[config.mk]
export PLATFORM = sky130hd
export DESIGN_NAME = lipr_bounds
export DESIGN_NICKNAME = d
export VERILOG_FILES = /design/src/hw/rtl/lipr_pkg.sv /design/src/hw/rtl/lipr_bounds.sv
export SDC_FILE = /design/constraint.sdc
export NUM_CORES = 1
export LEC_CHECK = 0
export ABC_AREA = 1
export ABC_CLOCK_PERIOD_IN_PS = 6030
export BUFFER_PORTS_ARGS = -buffer_cell sky130_fd_sc_hd__buf_2
export CAP_MARGIN = 10
export CORE_UTILIZATION = 30
export CTS_BUF_LIST = sky130_fd_sc_hd__clkbuf_4 sky130_fd_sc_hd__clkbuf_8
export CTS_CLUSTER_DIAMETER = 150
export DETAILED_ROUTE_END_ITERATION = 8
export PLACE_DENSITY = 0.49
export SLEW_MARGIN = 20
export SYNTH_ARGS = -nofsm -noshare
export SYNTH_HDL_FRONTEND = slang
export SYNTH_SLANG_ARGS = --single-unit
[constraint.sdc]
create_clock -name aclk -period 6.03 [get_ports aclk]
set_input_delay 0.3015 -clock aclk [delete_from_list [all_inputs] [get_ports aclk]]
set_output_delay 0.3015 -clock aclk [all_outputs]
set_load 0.02 [all_outputs]
[src/hw/rtl/lipr_pkg.sv]
// ----------------------------------------------------------------------------
// lipr_pkg
// shared types, constants and helpers for the learned index partition range
// ----------------------------------------------------------------------------
`default_nettype none

package lipr_pkg;

    localparam int COORD_BITS_DEF = 32;
    localparam int INDEX_BITS_DEF = 16;

    localparam int BIT_COUNT_W  = 6;
    localparam int WORD_W       = 64;
    localparam int PART_W       = 16;
    localparam int PRED_W       = 16;
    localparam int CFG_IDX_W    = 2;
    localparam int S_USER_W     = 4;
    localparam int OUT_FIELDS_W = 3 * PART_W + 2;
    localparam int M_DATA_W     = ((OUT_FIELDS_W + 7) / 8) * 8;

    localparam logic [BIT_COUNT_W-1:0] BIT_COUNT_RST  = 6'd16;
    localparam logic [WORD_W-1:0]      Z_BASE_RST     = 64'd0;
    localparam logic [WORD_W-1:0]      SCALE_RST      = 64'h0001_0000_0000_0000;
    localparam logic [PART_W-1:0]      PART_COUNT_RST = 16'd1;

    typedef enum logic [CFG_IDX_W-1:0] {
        CFG_BIT_COUNT  = 2'd0,
        CFG_Z_BASE     = 2'd1,
        CFG_SCALE      = 2'd2,
        CFG_PART_COUNT = 2'd3
    } cfg_idx_t;

    typedef enum logic [2:0] {
        REQ_LEFT      = 3'd0,
        REQ_RIGHT     = 3'd1,
        REQ_SAME      = 3'd2,
        REQ_BELOW     = 3'd3,
        REQ_ABOVE     = 3'd4,
        REQ_CONTAINED = 3'd5
    } req_type_t;

    typedef struct packed {
        req_type_t req_type;
        logic      first_key;
        logic      last_key;
    } key_ctrl_t;

    typedef struct packed {
        logic              bad_strategy;
        logic [PART_W-1:0] node_count;
        logic              range_empty;
        logic [PART_W-1:0] last_part;
        logic [PART_W-1:0] first_part;
    } range_result_t;

    // highest partition index, a count of zero acts as one
    function automatic logic [PART_W-1:0] limit_of(input logic [PART_W-1:0] count);
        return (count == '0) ? '0 : count - PART_W'(1);
    endfunction

endpackage

`default_nettype wire

[src/hw/rtl/lipr_bounds.sv]
// ----------------------------------------------------------------------------
// lipr_bounds
// query bound tracking and result register
// ----------------------------------------------------------------------------
`default_nettype none

module lipr_bounds import lipr_pkg::*; #(
    parameter int INDEX_BITS = INDEX_BITS_DEF
) (
    input  wire logic              aclk,
    input  wire logic              aresetn,
    input  wire logic              advance,
    input  wire logic              item_valid,
    input  wire key_ctrl_t         ctrl,
    input  wire logic [PRED_W-1:0] pred_point,
    input  wire logic [PRED_W-1:0] pred_box,
    input  wire logic [PART_W-1:0] limit,
    input  wire logic              m_tready,
    output logic                   m_tvalid,
    output range_result_t          result
);

    localparam int CW = (INDEX_BITS > PRED_W) ? INDEX_BITS : PRED_W;

    logic [INDEX_BITS-1:0] low_reg, low_next;
    logic [INDEX_BITS-1:0] high_reg, high_next;
    logic                  stopped_reg, stopped_next;
    logic                  error_reg, error_next;
    logic                  m_tvalid_reg, m_tvalid_next;
    range_result_t         res_reg, res_next;

    logic [INDEX_BITS-1:0] start_high;
    logic [INDEX_BITS-1:0] cur_low, cur_high;
    logic                  cur_stop, cur_err;
    logic [INDEX_BITS-1:0] upd_low, upd_high;
    logic                  upd_stop, upd_err;
    logic                  empty;
    logic [CW-1:0]         span;
    logic                  take;

    assign take       = advance && item_valid;
    assign start_high = INDEX_BITS'(limit);

    always_comb begin
        cur_low  = ctrl.first_key ? '0 : low_reg;
        cur_high = ctrl.first_key ? start_high : high_reg;
        cur_stop = ctrl.first_key ? 1'b0 : stopped_reg;
        cur_err  = ctrl.first_key ? 1'b0 : error_reg;

        upd_low  = cur_low;
        upd_high = cur_high;
        upd_err  = cur_err;
        upd_stop = cur_stop;
        if (!cur_stop) begin
            unique case (ctrl.req_type)
                REQ_LEFT, REQ_BELOW: begin
                    upd_high = INDEX_BITS'(pred_point);
                end
                REQ_RIGHT, REQ_ABOVE: begin
                    upd_low = INDEX_BITS'(pred_point);
                end
                REQ_SAME: begin
                end
                REQ_CONTAINED: begin
                    if (CW'(pred_point) > CW'(cur_low)) begin
                        upd_low = INDEX_BITS'(pred_point);
                    end
                    if (CW'(pred_box) < CW'(cur_high)) begin
                        upd_high = INDEX_BITS'(pred_box);
                    end
                end
                default: begin
                    upd_err = 1'b1;
                end
            endcase
            upd_stop = (upd_high < upd_low);
        end

        empty = (upd_high < upd_low);
        span  = empty ? '0 : CW'(upd_high) - CW'(upd_low) + CW'(1);

        res_next.first_part   = PART_W'(upd_low);
        res_next.last_part    = PART_W'(upd_high);
        res_next.range_empty  = empty;
        res_next.node_count   = PART_W'(span);
        res_next.bad_strategy = upd_err;

        // a finished query reloads the bounds at once
        if (take && ctrl.last_key) begin
            low_next     = '0;
            high_next    = start_high;
            stopped_next = 1'b0;
            error_next   = 1'b0;
        end else if (take) begin
            low_next     = upd_low;
            high_next    = upd_high;
            stopped_next = upd_stop;
            error_next   = upd_err;
        end else begin
            low_next     = low_reg;
            high_next    = high_reg;
            stopped_next = stopped_reg;
            error_next   = error_reg;
        end

        if (take && ctrl.last_key) begin
            m_tvalid_next = 1'b1;
        end else if (m_tready) begin
            m_tvalid_next = 1'b0;
        end else begin
            m_tvalid_next = m_tvalid_reg;
        end
    end

    always_ff @(posedge aclk) begin
        if (!aresetn) begin
            low_reg      <= '0;
            high_reg     <= INDEX_BITS'(limit_of(PART_COUNT_RST));
            stopped_reg  <= 1'b0;
            error_reg    <= 1'b0;
            m_tvalid_reg <= 1'b0;
        end else begin
            low_reg      <= low_next;
            high_reg     <= high_next;
            stopped_reg  <= stopped_next;
            error_reg    <= error_next;
            m_tvalid_reg <= m_tvalid_next;
        end
        if (take && ctrl.last_key) begin
            res_reg <= res_next;
        end
    end

    assign m_tvalid = m_tvalid_reg;
    assign result   = res_reg;

`ifndef SYNTHESIS
    a_stop_matches_bounds: assert property (@(posedge aclk) disable iff (!aresetn)
        stopped_reg == (high_reg < low_reg))
        else $error("stop flag out of step with bounds");

    a_reload_after_result: assert property (@(posedge aclk) disable iff (!aresetn)
        (take && ctrl.last_key) |=> (low_reg == '0 && !stopped_reg && !error_reg
                                     && m_tvalid_reg))
        else $error("query state not reloaded after result");

    a_result_from_last: assert property (@(posedge aclk) disable iff (!aresetn)
        $rose(m_tvalid_reg) |-> $past(take && ctrl.last_key))
        else $error("result without a last key");
`endif

endmodule

`default_nettype wire

==> results.toml, run 1 <==
[placed_design]
port_buffers = 108
dpl.hpwl_um = 14450
gp_congestion = 0.8489
placed_cells = 1180

[floorplan]
dieArea_um2 = 21600
die_w_um = 147.0
fp.dieH_um = 147.0
start_util = 0.3087
ios = 109
core_area_um2 = 20430
row_count = 52

[sta]
slew_headroom = 0.3396
finClkSkew_ns = 0.02017
finalSetupViolCount = 0
drv_slew = 0
timing.final.crit_share = 0.8714
timing.final.hold_violations = 0
setup_tns_ns = 0
rsz0062_at_grt = "false"
worst_pin_slew_ns = 0.9802
clock.fmax_mhz = 190.3
period_needed_ns = 5.255

[drt]
detail_route.wl_per_cell_um = 15.27
ant_nets = 0
vias_per_cell = 4.690
routed_wl_um = 18240
drc_errors = 0
initialDrtViolationCount = 283
dr_total_vias = 5605
drt-pass1-iter-count = 5

[global_route]
antenna_found_initial = 0
grt_pass1_vias = 5253
grt_max_degree = 49
grtUsageTotal = 0.1754
grt-ovfl-total = 0
grt_pass1_wl_um = 28840

[clock_network]
cts_made_buffers = 9
htreeDepth = 3
cts_tree = "built"
clock_latency_ns = 0.38
cts.sinks = 85
cts-resized-gates = 0
cts_buffer_depth = 2
cts_hold_buf = 0
path_clk_slew_ns = 0.10
cts_setup_buffers = 0
root_buffer = "clkbuf_8"

[power_and_ir_drop]
power_frac_seq = 0.361
powerDensity_nw_per_um2 = 256.1
pwr-share-comb = 0.392
switching_share = 0.3707
p_leak_uw = 0.003277
clkPwrFrac = 0.247
max-vdd-ir-drop_uv = 92.15
p_int_uw = 1192
finalPower_uw = 1894
switching_power_uw = 701.9

[setup_path]
crit_type = "reg -> reg"
cp-end-kind = "register"
path_buf_inv = 5
worstSetupStartpointType = "register"
required_ns = 6.15
crit_path_frequent_cell = "nand2_1"
critPathTopFamily = "compound AO/OA/AOI/OAI gates"
slowest_stage = "fa_1"
cp_max_fo = 12
critPathMaxStageDelay_ns = 0.42
cp.arrival_ns = 5.38

[yosys]
ys.warnings.count = 0
synth_top_area_cell = "edfxtp_1"
muxShareOfSynthArea = 0.001587
async_flop_share = 0
synth-xor-area-share = 0.01667
synthesis.instances = 818
synth-simple-area-share = 0.1986
synth_edf_count = 50
yosysTopAreaCellShare = 0.2381
syn_avg_cell_area_um2 = 7.709
synth-seq-cells = 85
ys.flop_type = "edfxtp_1"
ys_types = 45
synthesis.nets = 958
synth_fa_ha_area_frac = 0.1710
synth.area.top_cells = "edfxtp_1 24%, ha_1 15%, nand2_1 13%"
syn_area_um2 = 6306
synth_compound_area_frac = 0.1863
ys_seq_area_frac = 0.3492
synth_top_family_by_area = "simple AND/OR/NAND/NOR gates"

[finish]
largest_register_ffs = 50
antenna_cells = 0
fin_cells = 1195
fin_nets = 1061
layout-drive-gt1-share = 0.1881
syn_to_final_growth_pct = 17.24

[flow_run]
drv_cap = 0

[run_status]
status = "completed"

[worst_hold_path]
hold_class = "in -> reg"
-- metal layers --
layer / GRT usage / vias to the layer above / routed length [µm]
li1: - / 2970 / -
met1: 0.2657 / 2484 / 9734
met2: 0.2540 / 132 / 7450
met3: 0.02516 / 19 / 769
met4: 0.05464 / 0 / 289
met5: 0 / - / 0
-- power by group through the flow --
stage,Clock (µW),Combinational (µW),Sequential (µW)
4_1_cts,481,750,684
5_1_grt,500,846,687
2_1_floorplan,0,518,721
3_3_place_gp,0,740,697
6_report,468,742,683
3_5_place_dp,0,746,697
-- worst register-to-register path, delay by kind of cell (launching register included) --
kind / cells / cell delay [ns]
AO/OA/AOI/OAI: 10 / 1.65
adder cells (fa/ha/maj): 4 / 1.32
AND/OR/NAND/NOR: 15 / 1.20
flip-flops: 1 / 0.36
buffers and inverters: 5 / 0.33
XOR/XNOR: 1 / 0.15
-- cells by family (layout without fill, tap and decap cells) --
| group | Yosys count | after routing |
|---|---|---|
| AND/OR/NAND/NOR | 300 | 300 |
| adder cells (fa/ha/maj) | 82 | 82 |
| AO/OA/AOI/OAI | 212 | 212 |
| buffers and inverters | 126 | 233 |
| multiplexers | 1 | 1 |
| XOR/XNOR | 12 | 12 |
| flip-flops | 85 | 85 |
-- cell usage after synthesis, drive strengths merged, types with 3 or more instances --
master  count
nand2     230
o21ai     102
inv        93
ha         75
a21oi      67
edfxtp     50
nor2       39
dfxtp      35
clkbuf     25
nand3      19
a31oi      18
o211ai     11
xor2        8
fa          7
buf         5
a21boi      4
nand4       4
xnor2       4
clkinv      3
nor3        3
-- cell usage in the layout, fill, tap and decap left out, types with 2 or more instances in the layout --
cell       count
buf_4         13
o21ai_0       97
a31o_2         2
a31oi_1       18
o21ai_2        2
o211ai_1      11
o21bai_1       2
ha_1          75
a21oi_1       66
nand4_1        4
a211oi_1       2
edfxtp_1      50
o21ai_1        3
nor2_1        27
inv_1         87
fa_1           7
nor2_4         2
nand3_1       18
nor3_1         3
dfxtp_1       35
inv_2          7
bufinv_16      2
nand2_1      219
xor2_1         8
nor2_2        10
buf_2        108
xnor2_1        4
clkbuf_4       2
a21boi_0       2
clkinv_1       3
a21boi_1       2
nand2_2       10
clkbuf_8       9
-- cell type report --
class / count / area (µm²)
Fill cell: 2233 / 13040
Multi-Input combinational cell: 607 / 3623
Sequential cell: 85 / 2202
Timing Repair Buffer: 122 / 658.1
Inverter: 96 / 360.3
Tap cell: 270 / 337.8
Clock buffer: 11 / 138.9
Clock inverter: 4 / 72.57
-- metrics by stage --
| step | instance area (µm²) | hold WS [ns] | setup slack [ns] | utilization |
|---|---|---|---|---|
| 4_1_cts | 7393 | 0.1775 | 0.7565 | 0.3619 |
| 3_3_place_gp | 7182 | 0.4644 | 0.5082 | 0.3515 |
| 3_5_place_dp | 7182 | 0.4621 | 0.4039 | 0.3515 |
| 6_report | 7393 | 0.1951 | 0.7754 | 0.3619 |
| 2_1_floorplan | 6306 | 0.4445 | 0.4873 | - |
| 5_1_grt | 7393 | 0.1911 | 0.1437 | 0.3619 |
-- final timing paths --
check	from	end	slack (ns)	depth (start not counted)
worst max register to register	low_reg[1]$_SDFFE_PP0P_	result[48]$_SDFFCE_PN0P_	0.78	35
worst min register to register	m_tvalid$_SDFFE_PN0P_	m_tvalid$_SDFFE_PN0P_	0.48	2
worst max-delay path	low_reg[1]$_SDFFE_PP0P_	result[48]$_SDFFCE_PN0P_	0.78	35
worst min-delay path	m_tready	m_tvalid$_SDFFE_PN0P_	0.20	4
Power figures use the tool's default switching activity.
==> run 2: changes to the inputs <==
--- a/config.mk
+++ b/config.mk
@@ -13,6 +13,7 @@
 export CTS_BUF_LIST = sky130_fd_sc_hd__clkbuf_4 sky130_fd_sc_hd__clkbuf_8
 export CTS_CLUSTER_DIAMETER = 150
 export DETAILED_ROUTE_END_ITERATION = 8
+export MAX_ROUTING_LAYER = met4
 export PLACE_DENSITY = 0.49
 export SLEW_MARGIN = 20
 export SYNTH_ARGS = -nofsm -noshare
==> results.toml, run 2 (synthesis gave the netlist of run 1 again) <==
[clock_network]
cts_tree = "built"
cts_setup_buffers = 0
cts.sinks = 85
cts-resized-gates = 0
clock_latency_ns = 0.39
htreeDepth = 3
cts_made_buffers = 9
cts_hold_buf = 0
cts_buffer_depth = 2
root_buffer = "clkbuf_8"
path_clk_slew_ns = 0.10

[drt]
drc_errors = 0
detail_route.wl_per_cell_um = 15.34
vias_per_cell = 4.708
routed_wl_um = 18330
initialDrtViolationCount = 280
ant_nets = 0
dr_total_vias = 5626
drt-pass1-iter-count = 5

[setup_path]
crit_cells = 35
cp-end-kind = "register"
critPathMaxStageDelay_ns = 0.42
critPathTopFamily = "compound AO/OA/AOI/OAI gates"
required_ns = 6.16
worstSetupStartpointType = "register"
crit_path_frequent_cell = "nand2_1"
worst-r2r-cell-count = 35
cp.arrival_ns = 5.38
crit_type = "reg -> reg"
slowest_stage = "fa_1"
path_buf_inv = 5
cp_max_fo = 12

[finish]
syn_to_final_growth_pct = 17.24
fin_cells = 1195
final_cell_mix = "219 x nand2_1, 108 x buf_2, 97 x o21ai_0, 87 x inv_1, 75 x ha_1"
fin_nets = 1061
largest_register_ffs = 50
final_common_cell = "nand2_1"
layout-drive-gt1-share = 0.1881
antenna_cells = 0
finish.utilization = 0.3619

[placed_design]
port_buffers = 108
gp_congestion = 0.8623
dpl.hpwl_um = 14450
placed_cells = 1180
place_ws_ns = 0.4039

[global_route]
grt-ovfl-total = 0
grt_pass1_vias = 5255
grtUsageTotal = 0.1805
grt_pass1_wl_um = 28840
antenna_found_initial = 0
grt_max_degree = 49

[sta]
rsz0062_at_grt = "false"
slew_headroom = 0.3358
timing.final.hold_violations = 0
setup_ws_ns = 0.7770
finalSetupViolCount = 0
finClkSkew_ns = 0.02205
period_needed_ns = 5.253
setup_tns_ns = 0
drv_slew = 0
timing.final.crit_share = 0.8711
clock.fmax_mhz = 190.4
worst_pin_slew_ns = 0.9859

[floorplan]
core_area_um2 = 20430
start_util = 0.3087
dieArea_um2 = 21600
ios = 109
die_w_um = 147.0
fp.dieH_um = 147.0
row_count = 52

[worst_hold_path]
min_path_cells = 4
hold_class = "in -> reg"

[run_status]
status = "completed"

[power_and_ir_drop]
p_leak_uw = 0.003277
powerDensity_nw_per_um2 = 256.9
max-vdd-ir-drop_uv = 95.33

[flow_run]
drv_cap = 0
## run 2: path summary, 6_finish.rpt
check / from / slack (ns) / end
setup / recovery: low_reg[1]$_SDFFE_PP0P_ / 0.78 / result[48]$_SDFFCE_PN0P_
setup reg to reg: low_reg[1]$_SDFFE_PP0P_ / 0.78 / result[48]$_SDFFCE_PN0P_
hold / removal: m_tready / 0.19 / m_tvalid$_SDFFE_PN0P_
hold reg to reg: m_tvalid$_SDFFE_PN0P_ / 0.48 / m_tvalid$_SDFFE_PN0P_
## run 2: power by group
part           internal (µW)  switching, µW  leakage (µW)
Sequential               672           10.7      0.000755
Combinational            278            465       0.00241
Clock                    241            232      0.000108
## run 2: worst min-delay path, delay by kind of cell
family | cells | cell delay, ns
buf+inv | 2 | 0.10
simple gates | 1 | 0.05
compound gates | 1 | 0.06
## run 2: metrics by stage
step,hold WS (ns),cell area [µm²],total power [µW]
after CTS,0.1775,7393,1915
final,0.1881,7393,1900
after detailed placement,0.4621,7182,1443
after floorplan,0.4445,6306,1239
after global placement,0.4644,7182,1437
after global routing,0.1935,7393,2032
## run 2: layer usage
metal / GRT usage / part of all wire / vias up
li1: - / - / 2970
met1: 0.2659 / 0.54 / 2499
met2: 0.2547 / 0.41 / 135
met3: 0.02267 / 0.039 / 22
met4: 0.05464 / 0.017 / 0
met5: - / 0 / -
## run 2: layout make-up
type	instances	area [µm²]
Clock buffer	11	138.9
Clock inverter	4	72.57
Fill cell	2233	13040
Inverter	96	360.3
Multi-Input combinational cell	607	3623
Sequential cell	85	2202
Tap cell	270	337.8
Timing Repair Buffer	122	658.1
